## config.mk

```make
export PLATFORM = sky130hd
export DESIGN_NAME = dual_pia_port_block_core
export DESIGN_NICKNAME = d
export VERILOG_FILES = /design/src/sv/dpia_pkg.sv /design/src/sv/dual_pia_port_block_core.sv /design/src/sv/dpia_step.sv
export SDC_FILE = /design/constraint.sdc
export NUM_CORES = 1
export LEC_CHECK = 0
export BUFFER_PORTS_ARGS = -buffer_cell sky130_fd_sc_hd__buf_2
export CORE_ASPECT_RATIO = 1.25
export CORE_UTILIZATION = 45
export DETAILED_ROUTE_END_ITERATION = 10
export RECOVER_POWER = 100
export SYNTH_ARGS = -nofsm -noshare
export SYNTH_HDL_FRONTEND = slang
export SYNTH_SLANG_ARGS = --single-unit
```

## constraint.sdc

```tcl
create_clock -name i_clk -period 3.1 [get_ports i_clk]
set_input_delay 0.465 -clock i_clk [delete_from_list [all_inputs] [get_ports i_clk]]
set_output_delay 0.465 -clock i_clk [all_outputs]
set_load 0.03 [all_outputs]
```

## src/sv/dpia_pkg.sv

```systemverilog
// Shared types and constants for the dual peripheral adapter port block.
`default_nettype none
package dpia_pkg;

    // Item commands
    typedef enum logic [2:0] {
        CMD_READ  = 3'd0,
        CMD_WRITE = 3'd1,
        CMD_HSYNC = 3'd2,
        CMD_VSYNC = 3'd3,
        CMD_CASS  = 3'd4,
        CMD_CART  = 3'd5
    } t_cmd;

    // Sync edge kinds
    localparam logic [1:0] EDGE_FALL = 2'd0;
    localparam logic [1:0] EDGE_RISE = 2'd1;
    localparam logic [1:0] EDGE_ANY  = 2'd2;

    // Fast interrupt actions
    localparam logic [1:0] FIRQ_NONE     = 2'd0;
    localparam logic [1:0] FIRQ_ASSERT   = 2'd1;
    localparam logic [1:0] FIRQ_DEASSERT = 2'd2;

    // Register addresses within one adapter
    localparam logic [1:0] ADDR_A_DATA = 2'd0;
    localparam logic [1:0] ADDR_A_CTRL = 2'd1;
    localparam logic [1:0] ADDR_B_DATA = 2'd2;
    localparam logic [1:0] ADDR_B_CTRL = 2'd3;

    // Configuration register indexes
    localparam logic CFG_CART_INSERTED  = 1'b0;
    localparam logic CFG_CART_AUTOSTART = 1'b1;

    // Control byte masks
    localparam logic [7:0] CTRL_WRITE_MASK = 8'h3F;
    localparam logic [7:0] CTRL_FLAG_CLEAR = 8'h3F;
    localparam logic [7:0] DAC_TOP_CLEAR   = 8'h7F;
    localparam logic [5:0] DAC_FULL        = 6'd63;

    // Architectural state of both adapters plus capture registers
    typedef struct packed {
        logic [3:0][7:0] f_regs;
        logic [7:0]      f_dir_a;
        logic [7:0]      f_dir_b;
        logic [3:0][7:0] s_regs;
        logic [7:0]      s_dir_a;
        logic [7:0]      s_dir_b;
        logic            charge_high;
        logic [6:0]      audio;
        logic [7:0]      cassette;
        logic            sound;
        logic            discharge;
    } t_state;

    // One input item
    typedef struct packed {
        t_cmd       cmd;
        logic [2:0] reg_index;
        logic [7:0] write_data;
        logic [1:0] edge_kind;
        logic [7:0] keyboard_rows;
    } t_item;

    // One result item
    typedef struct packed {
        logic [7:0] read_data;
        logic       irq_assert;
        logic [1:0] firq_action;
        logic [5:0] dac_level;
        logic [1:0] mux_select;
        logic [4:0] video_mode;
        logic       motor_on;
        logic [6:0] audio_level;
        logic [7:0] cassette_level;
        logic       sound_level;
        logic [7:0] keyboard_column;
        logic       discharge_seen;
    } t_result;

    // Cartridge interrupt enable pair
    typedef struct packed {
        logic inserted;
        logic autostart;
    } t_cart_cfg;

endpackage
`default_nettype wire

```

## src/sv/dual_pia_port_block_core.sv

```systemverilog
// Top level of the dual peripheral adapter port block.
//
// Input channel: one bus access or sync event per transfer (i_in_valid,
// o_in_stall). Output channel: one result per input transfer (o_out_valid,
// i_out_stall) carrying read data, interrupt actions and status levels.
// Configuration: i_cfg_we writes i_cfg_data[0] to the register picked by
// i_cfg_index (0 cart inserted, 1 cart autostart) at the clock edge.
// Result: registered, and presented in the cycle after the input transfer.
// Throughput: one item per cycle while the output is not stalled; the adapter
// state is updated by a single level of logic into the state and result
// registers, so the next item can follow immediately.
// Stall: while a result waits under i_out_stall, o_in_stall is raised;
// as soon as the result is taken a new item is accepted in the same cycle.
// Reset (synchronous, active low): all adapter registers and captured
// levels clear, cart inserted clears, cart autostart sets, output is empty.
`default_nettype none
module dual_pia_port_block_core
    import dpia_pkg::*;
(
    input  wire        i_clk,
    input  wire        i_rst_n,
    input  wire        i_cfg_we,
    input  wire        i_cfg_index,
    input  wire        i_cfg_data,
    input  wire        i_in_valid,
    output logic       o_in_stall,
    input  wire  [2:0] i_command,
    input  wire  [2:0] i_reg_index,
    input  wire  [7:0] i_write_data,
    input  wire  [1:0] i_edge_kind,
    input  wire  [7:0] i_keyboard_rows,
    output logic       o_out_valid,
    input  wire        i_out_stall,
    output logic [7:0] o_read_data,
    output logic       o_irq_assert,
    output logic [1:0] o_firq_action,
    output logic [5:0] o_dac_level,
    output logic [1:0] o_mux_select,
    output logic [4:0] o_video_mode,
    output logic       o_motor_on,
    output logic [6:0] o_audio_level,
    output logic [7:0] o_cassette_level,
    output logic       o_sound_level,
    output logic [7:0] o_keyboard_column,
    output logic       o_discharge_seen
);

    t_state    r_state;
    t_state    n_state;
    t_result   r_result;
    t_result   n_result;
    t_item     item;
    t_cart_cfg r_cart;
    logic      r_out_valid;
    logic      in_accept;

    // Input transfer handshake
    assign o_in_stall = r_out_valid && i_out_stall;
    assign in_accept  = i_in_valid && !o_in_stall;

    assign item.cmd           = t_cmd'(i_command);
    assign item.reg_index     = i_reg_index;
    assign item.write_data    = i_write_data;
    assign item.edge_kind     = i_edge_kind;
    assign item.keyboard_rows = i_keyboard_rows;

    dpia_step u_step (
        .i_state  (r_state),
        .i_item   (item),
        .i_cart   (r_cart),
        .o_state  (n_state),
        .o_result (n_result)
    );

    // Configuration registers
    always_ff @(posedge i_clk) begin
        if (!i_rst_n) begin
            r_cart.inserted  <= 1'b0;
            r_cart.autostart <= 1'b1;
        end else if (i_cfg_we) begin
            case (i_cfg_index)
                CFG_CART_INSERTED:  r_cart.inserted  <= i_cfg_data;
                CFG_CART_AUTOSTART: r_cart.autostart <= i_cfg_data;
                default: begin
                end
            endcase
        end
    end

    // Adapter state and output valid
    always_ff @(posedge i_clk) begin
        if (!i_rst_n) begin
            r_state     <= '0;
            r_out_valid <= 1'b0;
        end else if (in_accept) begin
            r_state     <= n_state;
            r_out_valid <= 1'b1;
        end else if (!i_out_stall) begin
            r_out_valid <= 1'b0;
        end
    end

    // Result register, payload only
    always_ff @(posedge i_clk) begin
        if (in_accept) begin
            r_result <= n_result;
        end
    end

    assign o_out_valid       = r_out_valid;
    assign o_read_data       = r_result.read_data;
    assign o_irq_assert      = r_result.irq_assert;
    assign o_firq_action     = r_result.firq_action;
    assign o_dac_level       = r_result.dac_level;
    assign o_mux_select      = r_result.mux_select;
    assign o_video_mode      = r_result.video_mode;
    assign o_motor_on        = r_result.motor_on;
    assign o_audio_level     = r_result.audio_level;
    assign o_cassette_level  = r_result.cassette_level;
    assign o_sound_level     = r_result.sound_level;
    assign o_keyboard_column = r_result.keyboard_column;
    assign o_discharge_seen  = r_result.discharge_seen;

    // Discharge flag is sticky until reset
    a_discharge_sticky: assert property (@(posedge i_clk) disable iff (!i_rst_n)
        $past(r_state.discharge) && $past(i_rst_n) |-> r_state.discharge)
        else $error("discharge flag cleared without reset");

    // IRQ only comes from sync edge commands
    a_irq_source: assert property (@(posedge i_clk) disable iff (!i_rst_n)
        in_accept && i_command != CMD_HSYNC && i_command != CMD_VSYNC
        |=> !o_irq_assert)
        else $error("irq pulse from a non-sync command");

    // Only read commands return data
    a_read_only_data: assert property (@(posedge i_clk) disable iff (!i_rst_n)
        in_accept && i_command != CMD_READ |=> o_read_data == 8'd0)
        else $error("nonzero read data for a non-read command");

    // Input stall only while a result is held
    a_stall_held: assert property (@(posedge i_clk) disable iff (!i_rst_n)
        o_in_stall |-> o_out_valid)
        else $error("input stalled with empty output register");

endmodule
`default_nettype wire

```

## src/sv/dpia_step.sv

```systemverilog
// Next-state and result logic for one item of the dual adapter block.
`default_nettype none
module dpia_step
    import dpia_pkg::*;
(
    input  var t_state    i_state,
    input  var t_item     i_item,
    input  var t_cart_cfg i_cart,
    output t_state        o_state,
    output t_result       o_result
);

    logic [1:0] addr;
    logic       second;
    logic       mux_zero;
    logic [5:0] level;
    logic [7:0] masked;
    logic       hit;

    always_comb begin
        o_state  = i_state;
        addr     = i_item.reg_index[1:0];
        second   = i_item.reg_index[2];
        mux_zero = !i_state.f_regs[ADDR_A_CTRL][3] && !i_state.f_regs[ADDR_B_CTRL][3];
        level    = i_item.write_data[7:2];
        masked   = i_item.write_data & i_state.s_dir_b;
        hit      = 1'b0;
        o_result = '0;

        case (i_item.cmd)
            // Register read; a data read clears the two flags
            CMD_READ: begin
                if (!second) begin
                    case (addr)
                        ADDR_A_DATA: begin
                            if (i_state.f_regs[ADDR_A_CTRL][2]) begin
                                o_state.f_regs[ADDR_A_CTRL] =
                                    i_state.f_regs[ADDR_A_CTRL] & CTRL_FLAG_CLEAR;
                                o_result.read_data = i_item.keyboard_rows;
                            end else begin
                                o_result.read_data = i_state.f_dir_a;
                            end
                        end
                        ADDR_B_DATA: begin
                            if (i_state.f_regs[ADDR_B_CTRL][2]) begin
                                o_state.f_regs[ADDR_B_CTRL] =
                                    i_state.f_regs[ADDR_B_CTRL] & CTRL_FLAG_CLEAR;
                                o_result.read_data =
                                    i_state.f_regs[ADDR_B_DATA] & i_state.f_dir_b;
                            end else begin
                                o_result.read_data = i_state.f_dir_b;
                            end
                        end
                        default: o_result.read_data = i_state.f_regs[addr];
                    endcase
                end else begin
                    case (addr)
                        ADDR_A_DATA: begin
                            if (i_state.s_regs[ADDR_A_CTRL][2]) begin
                                o_state.s_regs[ADDR_A_CTRL] =
                                    i_state.s_regs[ADDR_A_CTRL] & CTRL_FLAG_CLEAR;
                                o_result.read_data = i_state.s_regs[ADDR_A_DATA];
                            end else begin
                                o_result.read_data = i_state.s_dir_a;
                            end
                        end
                        ADDR_B_DATA: begin
                            if (i_state.s_regs[ADDR_B_CTRL][2]) begin
                                o_state.s_regs[ADDR_B_CTRL] =
                                    i_state.s_regs[ADDR_B_CTRL] & CTRL_FLAG_CLEAR;
                                o_result.read_data =
                                    i_state.s_regs[ADDR_B_DATA] & i_state.s_dir_b;
                            end else begin
                                o_result.read_data = i_state.s_dir_b;
                            end
                        end
                        default: o_result.read_data = i_state.s_regs[addr];
                    endcase
                end
            end

            // Register write
            CMD_WRITE: begin
                if (!second) begin
                    case (addr)
                        ADDR_A_DATA: begin
                            if (i_state.f_regs[ADDR_A_CTRL][2]) begin
                                o_state.f_regs[ADDR_A_DATA] = i_item.write_data;
                            end else begin
                                o_state.f_dir_a = i_item.write_data;
                            end
                        end
                        ADDR_B_DATA: begin
                            if (i_state.f_regs[ADDR_B_CTRL][2]) begin
                                o_state.f_regs[ADDR_B_DATA] = i_item.write_data;
                            end else begin
                                o_state.f_dir_b = i_item.write_data;
                            end
                        end
                        default: o_state.f_regs[addr] = i_item.write_data & CTRL_WRITE_MASK;
                    endcase
                end else begin
                    case (addr)
                        // DAC write: capture, discharge detection
                        ADDR_A_DATA: begin
                            if (i_state.s_regs[ADDR_A_CTRL][2]) begin
                                o_state.s_regs[ADDR_A_DATA] = i_item.write_data;
                                if (mux_zero) begin
                                    if (i_state.s_regs[ADDR_B_CTRL][3]) begin
                                        o_state.audio = {i_item.write_data[7:2], 1'b0};
                                    end else begin
                                        o_state.cassette = {i_item.write_data[7:2], 2'b00};
                                    end
                                end
                                if (i_state.charge_high && level == '0) begin
                                    o_state.discharge = 1'b1;
                                    o_state.s_regs[ADDR_A_DATA] =
                                        i_item.write_data & DAC_TOP_CLEAR;
                                end
                                o_state.charge_high = (level == DAC_FULL);
                            end else begin
                                o_state.s_dir_a = i_item.write_data;
                            end
                        end
                        ADDR_B_DATA: begin
                            if (i_state.s_regs[ADDR_B_CTRL][2]) begin
                                o_state.s_regs[ADDR_B_DATA] = masked;
                                o_state.sound = masked[1];
                            end else begin
                                o_state.s_dir_b = i_item.write_data;
                            end
                        end
                        default: o_state.s_regs[addr] = i_item.write_data & CTRL_WRITE_MASK;
                    endcase
                end
            end

            // Horizontal sync edge on first adapter A side
            CMD_HSYNC: begin
                case (i_item.edge_kind)
                    EDGE_FALL: hit = !i_state.f_regs[ADDR_A_CTRL][1];
                    EDGE_RISE: hit = i_state.f_regs[ADDR_A_CTRL][1];
                    EDGE_ANY:  hit = 1'b1;
                    default:   hit = 1'b0;
                endcase
                if (hit) begin
                    o_state.f_regs[ADDR_A_CTRL][7] = 1'b1;
                    o_result.irq_assert = i_state.f_regs[ADDR_A_CTRL][0];
                end
            end

            // Vertical sync edge on first adapter B side, plus cart interrupt
            CMD_VSYNC: begin
                if (i_cart.inserted && i_cart.autostart) begin
                    o_state.s_regs[ADDR_B_CTRL][7] = 1'b1;
                    o_result.firq_action = i_state.s_regs[ADDR_B_CTRL][0] ?
                                           FIRQ_ASSERT : FIRQ_DEASSERT;
                end
                case (i_item.edge_kind)
                    EDGE_FALL: hit = !i_state.f_regs[ADDR_B_CTRL][1];
                    EDGE_RISE: hit = i_state.f_regs[ADDR_B_CTRL][1];
                    default:   hit = 1'b0;
                endcase
                if (hit) begin
                    o_state.f_regs[ADDR_B_CTRL][7] = 1'b1;
                    o_result.irq_assert = i_state.f_regs[ADDR_B_CTRL][0];
                end
            end

            // Cassette input comparator into DAC data bit 0
            CMD_CASS: begin
                o_state.s_regs[ADDR_A_DATA][0] = i_item.write_data[7];
            end

            // Cartridge assert
            CMD_CART: begin
                o_state.s_regs[ADDR_B_CTRL][7] = 1'b1;
                o_result.firq_action = i_state.s_regs[ADDR_B_CTRL][0] ?
                                       FIRQ_ASSERT : FIRQ_DEASSERT;
            end

            default: begin
            end
        endcase

        // Status taken from the updated state
        o_result.dac_level       = o_state.s_regs[ADDR_A_DATA][7:2];
        o_result.mux_select      = {o_state.f_regs[ADDR_B_CTRL][3],
                                    o_state.f_regs[ADDR_A_CTRL][3]};
        o_result.video_mode      = o_state.s_regs[ADDR_B_DATA][7:3];
        o_result.motor_on        = o_state.s_regs[ADDR_A_CTRL][3];
        o_result.audio_level     = o_state.audio;
        o_result.cassette_level  = o_state.cassette;
        o_result.sound_level     = o_state.sound;
        o_result.keyboard_column = o_state.f_regs[ADDR_B_DATA];
        o_result.discharge_seen  = o_state.discharge;
    end

endmodule
`default_nettype wire
```

; ---- After elaboration in Yosys (flattened, before gate mapping)
; Cells that the tools add are included.
[word_totals]
reg_bits = 167
in_bits = 31
wordCells = 225
[op_classes]
n_lt_le_gt_ge = 2
eq_ne = 29
muxes = 87
bitwise = 13
n_reduce_logical = 45
[ops]
columns = operator, count
row1 = 2-to-1 mux 8 bit, 40
row2 = one-hot mux 8 bit (2 select lines), 7
row3 = 2-to-1 mux 66 bit, 1
row4 = bitwise mux 32 bit, 2
row5 = AND reduction 5 bit, 11
row6 = 2-to-1 mux 48 bit, 1
row7 = one-hot mux 7 bit (2 select lines), 3
row8 = binary-select mux 8 bit (select 2 bit), 2
row9 = 2-to-1 mux 16 bit, 2
row10 = "inequality test 2 bit, second input constant", 15
row11 = AND reduction 7 bit, 4
row12 = bitwise AND 8 bit, 3
row13 = AND reduction 6 bit, 4
row14 = AND reduction 8 bit, 3
row15 = 2-to-1 mux 17 bit, 1
row16 = demux 8 bit (select 2 bit), 1
row17 = 2-to-1 mux 15 bit, 1
row18 = 2-to-1 mux 1 bit, 14
row19 = 2-to-1 mux 7 bit, 2
row20 = inverter 1 bit, 10
row21 = one-hot mux 1 bit (3 select lines), 3
row22 = "inequality test 2 x 1 -> 1 bit, second input constant", 4
row23 = "== test 3 x 2 -> 1 bit, second input constant", 2
row24 = "== test 3 bit, second input constant", 2
row25 = 21 further kinds, 38

; ---- Logic depth before layout (Yosys ltp)
[depth]
depth_word = 8
ltp_mapped = 8
mapped_depth_nobuf = 5

; ---- By module
; A second synthesis with hierarchy kept.
[hier_totals]
hier_cells = 963
hier_area_um2 = 9655.5
[by_module_without_submodules]
columns = mod, n_inst, cells_each, area_per_inst_um2, seq_area_each_um2
row1 = dual_pia_port_block_core, 1, 570, 6765.2, 3843.7
row2 = dpia_step, 1, 393, 2890.3, 0.0

; ---- Worst setup path after synthesis
; Ideal clock, no wire load.
[synth_path]
kind = input -> register
startpoint = input i_in_valid
endpoint = register r_state[113] (netlist name)
setup_ns = 0.125
arrival_ns = 1.981
path_slack_ns = 0.994
stages = 7
cell_sequence = a21bo_2 -> inv_1 -> buf_4 -> buf_4 -> nand2_1 -> o31ai_1 -> nor2_1
[synth_between]
elab_chain_len = 2
[synth_lines]
columns = item, line
row1 = "start, declared", dual_pia_port_block_core.sv:25  ; input wire i_in_valid,
row2 = logical AND 1 bit, dual_pia_port_block_core.sv:59  ; assign in_accept = i_in_valid && !o_in_stall;
row3 = named net in_accept, dual_pia_port_block_core.sv:55  ; logic in_accept;
row4 = AND reduction 8 bit (no source line), n/a
row5 = "end signal, assigned", dual_pia_port_block_core.sv:96  ; r_state <= n_state;
row6 = "end, declared", dual_pia_port_block_core.sv:48  ; t_state r_state;
; The timed path passes the listed nets, and every way through them passes these cells.
; A chain may end at the register's enable or synchronous reset.

; ---- Final worst setup path
[layout_path]
startpoint = input i_command[2]
endpoint = register r_state[22] (netlist name)
[layout_between]
elab_chain_len = 2
[layout_lines]
columns = item, line
row1 = "start, declared", dual_pia_port_block_core.sv:27  ; input wire [2:0] i_command,
row2 = == test 3 x 1 -> 1 bit, dpia_step.sv:30  ; case (i_item.cmd)
row3 = AND reduction 5 bit (no source line), n/a
; No other way between the ends.

==> results.cfg <==
[run_status]
run_status = complete, no violations

[die]
top_level_ports = 83
die_x_um = 115
dieArea_um2 = 16400
initial_core_util = 0.459
dieHeight_um = 143
rows = 51
coreArea_um2 = 15600

[synth]
seq_area_frac_synth = 0.513
synthSimpleGateAreaFrac = 0.197
synth_seq_cells = 158
synth_fa_ha_area_frac = 0
async_flop_share = 0
netlist_instances = 727
synth_top_area_share = 0.303
syn_area_um2 = 7150
yosysUniqueCellTypes = 67
yosys_warnings = 0
synth_nets = 758
synth-xor-area-share = 0.00245
synth_top_family_by_area = simple AND/OR/NAND/NOR gates
synth-compound-area-share = 0.160
synthMuxAreaShare = 0.0786
yosys.area.top_type = dfxtp_1
ys.flop_type = dfxtp_1
synth_area_leaders = dfxtp_1, edfxtp_1, nand3_1, o21ai_0, mux2_2
synth_edf_count = 50
syn_area_per_cell_um2 = 9.83

[min_path]
min_delay_path_depth = 2
worstHoldPathType = in2reg

[worst_setup_path]
crit_type = in2reg
cp_data_required_time_ns = 3.39
path_max_fanout = 16
worst-r2r-cell-count = 4
worstPathArrival_ns = 2.69
worstSetupEndpointType = flip-flop
worst_setup_path_start_kind = input port

[finish]
synthToLayoutAreaGrowth_pct = 13.2
final_core_util = 0.520
diodes = 0
nets = 812
drive_above_1_share = 0.142
num-fill-cells = 1503
design_area_um2 = 8090

[clock_network]
cts_tree = yes
cts.clk_slew.worst_paths_ns = 0.07
clock_sinks = 158
post_cts_resized = 0
postCtsSetupBuffers = 0
hold_buffers = 0
htreeDepth = 4
cts_root_buffer = clkbuf_16
clkLatencyLatePin_ns = 0.44
numCtsBuffers = 17
clock_path_buffers = 2

[job]
cap_violations = 0

[grt]
grt_pass1_vias = 5402
track_usage = 0.259
antenna_found_initial = 0
grt.overflow.total = 0
grt_max_degree = 69
grt_pass1_wl_mm = 31.4

[sta]
slew_headroom = 0.312
fin_crit_ns = 2.40
finClkSkew_ns = 0.0146
hold_viol = 0
fin_crit_sh = 0.773
finalMaxSlewViolations = 0
setup_ws_ns = 0.702
rsz0062_at_grt = no
fmaxAchievable_mhz = 417
tightest_slew_ns = 1.03
setup_viol = 0
setup-tns-final_ns = 0

[routing]
wl_mm = 20.4
first_iter_violations = 407
drc = 0
wl_per_cell_um = 20.2
ant_nets = 0
vias_per_cell = 5.78
num_vias = 5812
drtPass1Iterations = 5

[place]
dpl.hpwl_mm = 13.7
pre_cts_ws_ns = 0.604
gp_congestion = 0.855
port_buffers = 82
post_dp_cell_area_um2 = 7680

[power]
p_int_mw = 3.41
power_frac_comb = 0.072
power_density_nw_per_um2 = 577
power_mw = 4.67
pwr-share-seq = 0.466
swShare = 0.271
netSwitchingPower_mw = 1.26
ir_drop_uv = 281
clkPwrFrac = 0.462
p_leak_nw = 2.95
==> routing by layer <==
metal,wire length [um],vias to the layer above,track usage
met5,0,-,0
met2,9750,248,0.415
li1,-,2760,-
met3,1300,48,0.0577
met4,779,0,0.123
met1,8530,2756,0.331
==> path summary, 6_finish.rpt <==
| kind | startpoint | to | slack (ns) |
|---|---|---|---|
| worst max-delay path | i_command[2] | r_state[22] | 0.70 |
| worst min-delay path | i_in_valid | o_out_valid | 0.25 |
| worst max register to register | r_state[44] | r_state[17] | 0.71 |
| worst min register to register | r_state[49] | r_state[49] | 0.43 |
==> power by group through the flow <==
stage	Clock, mW	Sequential, mW	Combinational [mW]
3_5_place_dp	0	2.22	0.348
6_report	2.16	2.18	0.334
4_1_cts	2.18	2.18	0.348
2_1_floorplan	0	2.29	0.156
3_3_place_gp	0	2.22	0.346
5_1_grt	2.27	2.18	0.352
==> critical path, stage by stage <==
cell and delay [ns]:
clkbuf_1 0.26, and4bb_2 0.40, clkbuf_1 0.50, nand4_1 0.67, nand3_1 0.28, o21ai_0 0.11
==> synth_stat cells (all sizes together), types with 6 or more instances <==
| library cell | instances |
|---|---|
| a31oi | 7 |
| clkbuf | 32 |
| nand4 | 7 |
| inv | 17 |
| nor3 | 8 |
| a211oi | 6 |
| nor2 | 21 |
| o21ai | 108 |
| buf | 33 |
| a32oi | 6 |
| nand2b | 7 |
| nand2 | 53 |
| nand3 | 108 |
| mux2 | 25 |
| dfxtp | 108 |
| mux2i | 28 |
| a21oi | 16 |
| nor2b | 15 |
| edfxtp | 50 |
| and2 | 6 |
==> kinds of logic (layout without fill, tap and decap cells) <==
kind of cell,after synthesis,after routing
buffers and inverters,82,149
multiplexers,53,53
AND/OR/NAND/NOR,250,250
XOR/XNOR,2,2
AO/OA/AOI/OAI,182,182
flip-flops,158,158
==> flip-flops by register name (all words and copies together) (netlist names) <==
register / count
o_sound_level: 1
o_audio_level: 7
o_read_data: 8
o_cassette_level: 8
o_firq_action: 2
o_motor_on: 1
o_out_valid: 1
o_keyboard_column: 8
r_cart: 2
o_dac_level: 6
o_irq_assert: 1
o_video_mode: 5
r_state: 105
o_discharge_seen: 1
o_mux_select: 2
==> through the flow <==
stage          hold WS (ns)  instances
6_report              0.253       1006
3_5_place_dp          0.422        974
5_1_grt               0.258       1006
3_3_place_gp          0.420        974
4_1_cts               0.243       1006
2_1_floorplan         0.406        727
==> layout by cell type (no fill, tap or decap), types with 4 or more instances in the layout <==
| master | Yosys | routed |
|---|---|---|
| and3_1 | 5 | 5 |
| buf_4 | 5 | 11 |
| clkinv_8 | 0 | 4 |
| edfxtp_1 | 50 | 50 |
| a211o_1 | 4 | 4 |
| a2bb2oi_1 | 5 | 5 |
| nand2_1 | 53 | 53 |
| inv_1 | 17 | 17 |
| nor3_1 | 7 | 7 |
| a32oi_1 | 6 | 6 |
| o21ai_1 | 25 | 4 |
| mux2_2 | 25 | 25 |
| a21oi_2 | 5 | 5 |
| a21oi_1 | 11 | 11 |
| a211oi_1 | 6 | 6 |
| nand4_1 | 4 | 7 |
| a31oi_1 | 7 | 7 |
| inv_8 | 0 | 4 |
| buf_2 | 14 | 28 |
| o21ai_0 | 76 | 102 |
| nor2_1 | 21 | 21 |
| nand3b_1 | 4 | 4 |
| o22ai_1 | 4 | 4 |
| clkbuf_16 | 0 | 17 |
| mux2i_1 | 28 | 28 |
| clkbuf_1 | 31 | 59 |
| o31ai_1 | 5 | 5 |
| dfxtp_1 | 108 | 108 |
| nand2b_1 | 7 | 7 |
| nor2b_1 | 15 | 15 |
| and2_1 | 6 | 5 |
| nand3_1 | 101 | 107 |
==> final cells by class <==
cell class	count	area (um^2)	share of cell area
Clock buffer	17	425	0.0526
Clock inverter	15	193	0.0238
Inverter	17	63.8	0.00789
Multi-Input combinational cell	487	3010	0.372
Timing Repair Buffer	100	472	0.0583
Tap cell	212	265	0.0328
Sequential cell	158	3660	0.453
Note: power is estimated with default switching activity, not from simulation.
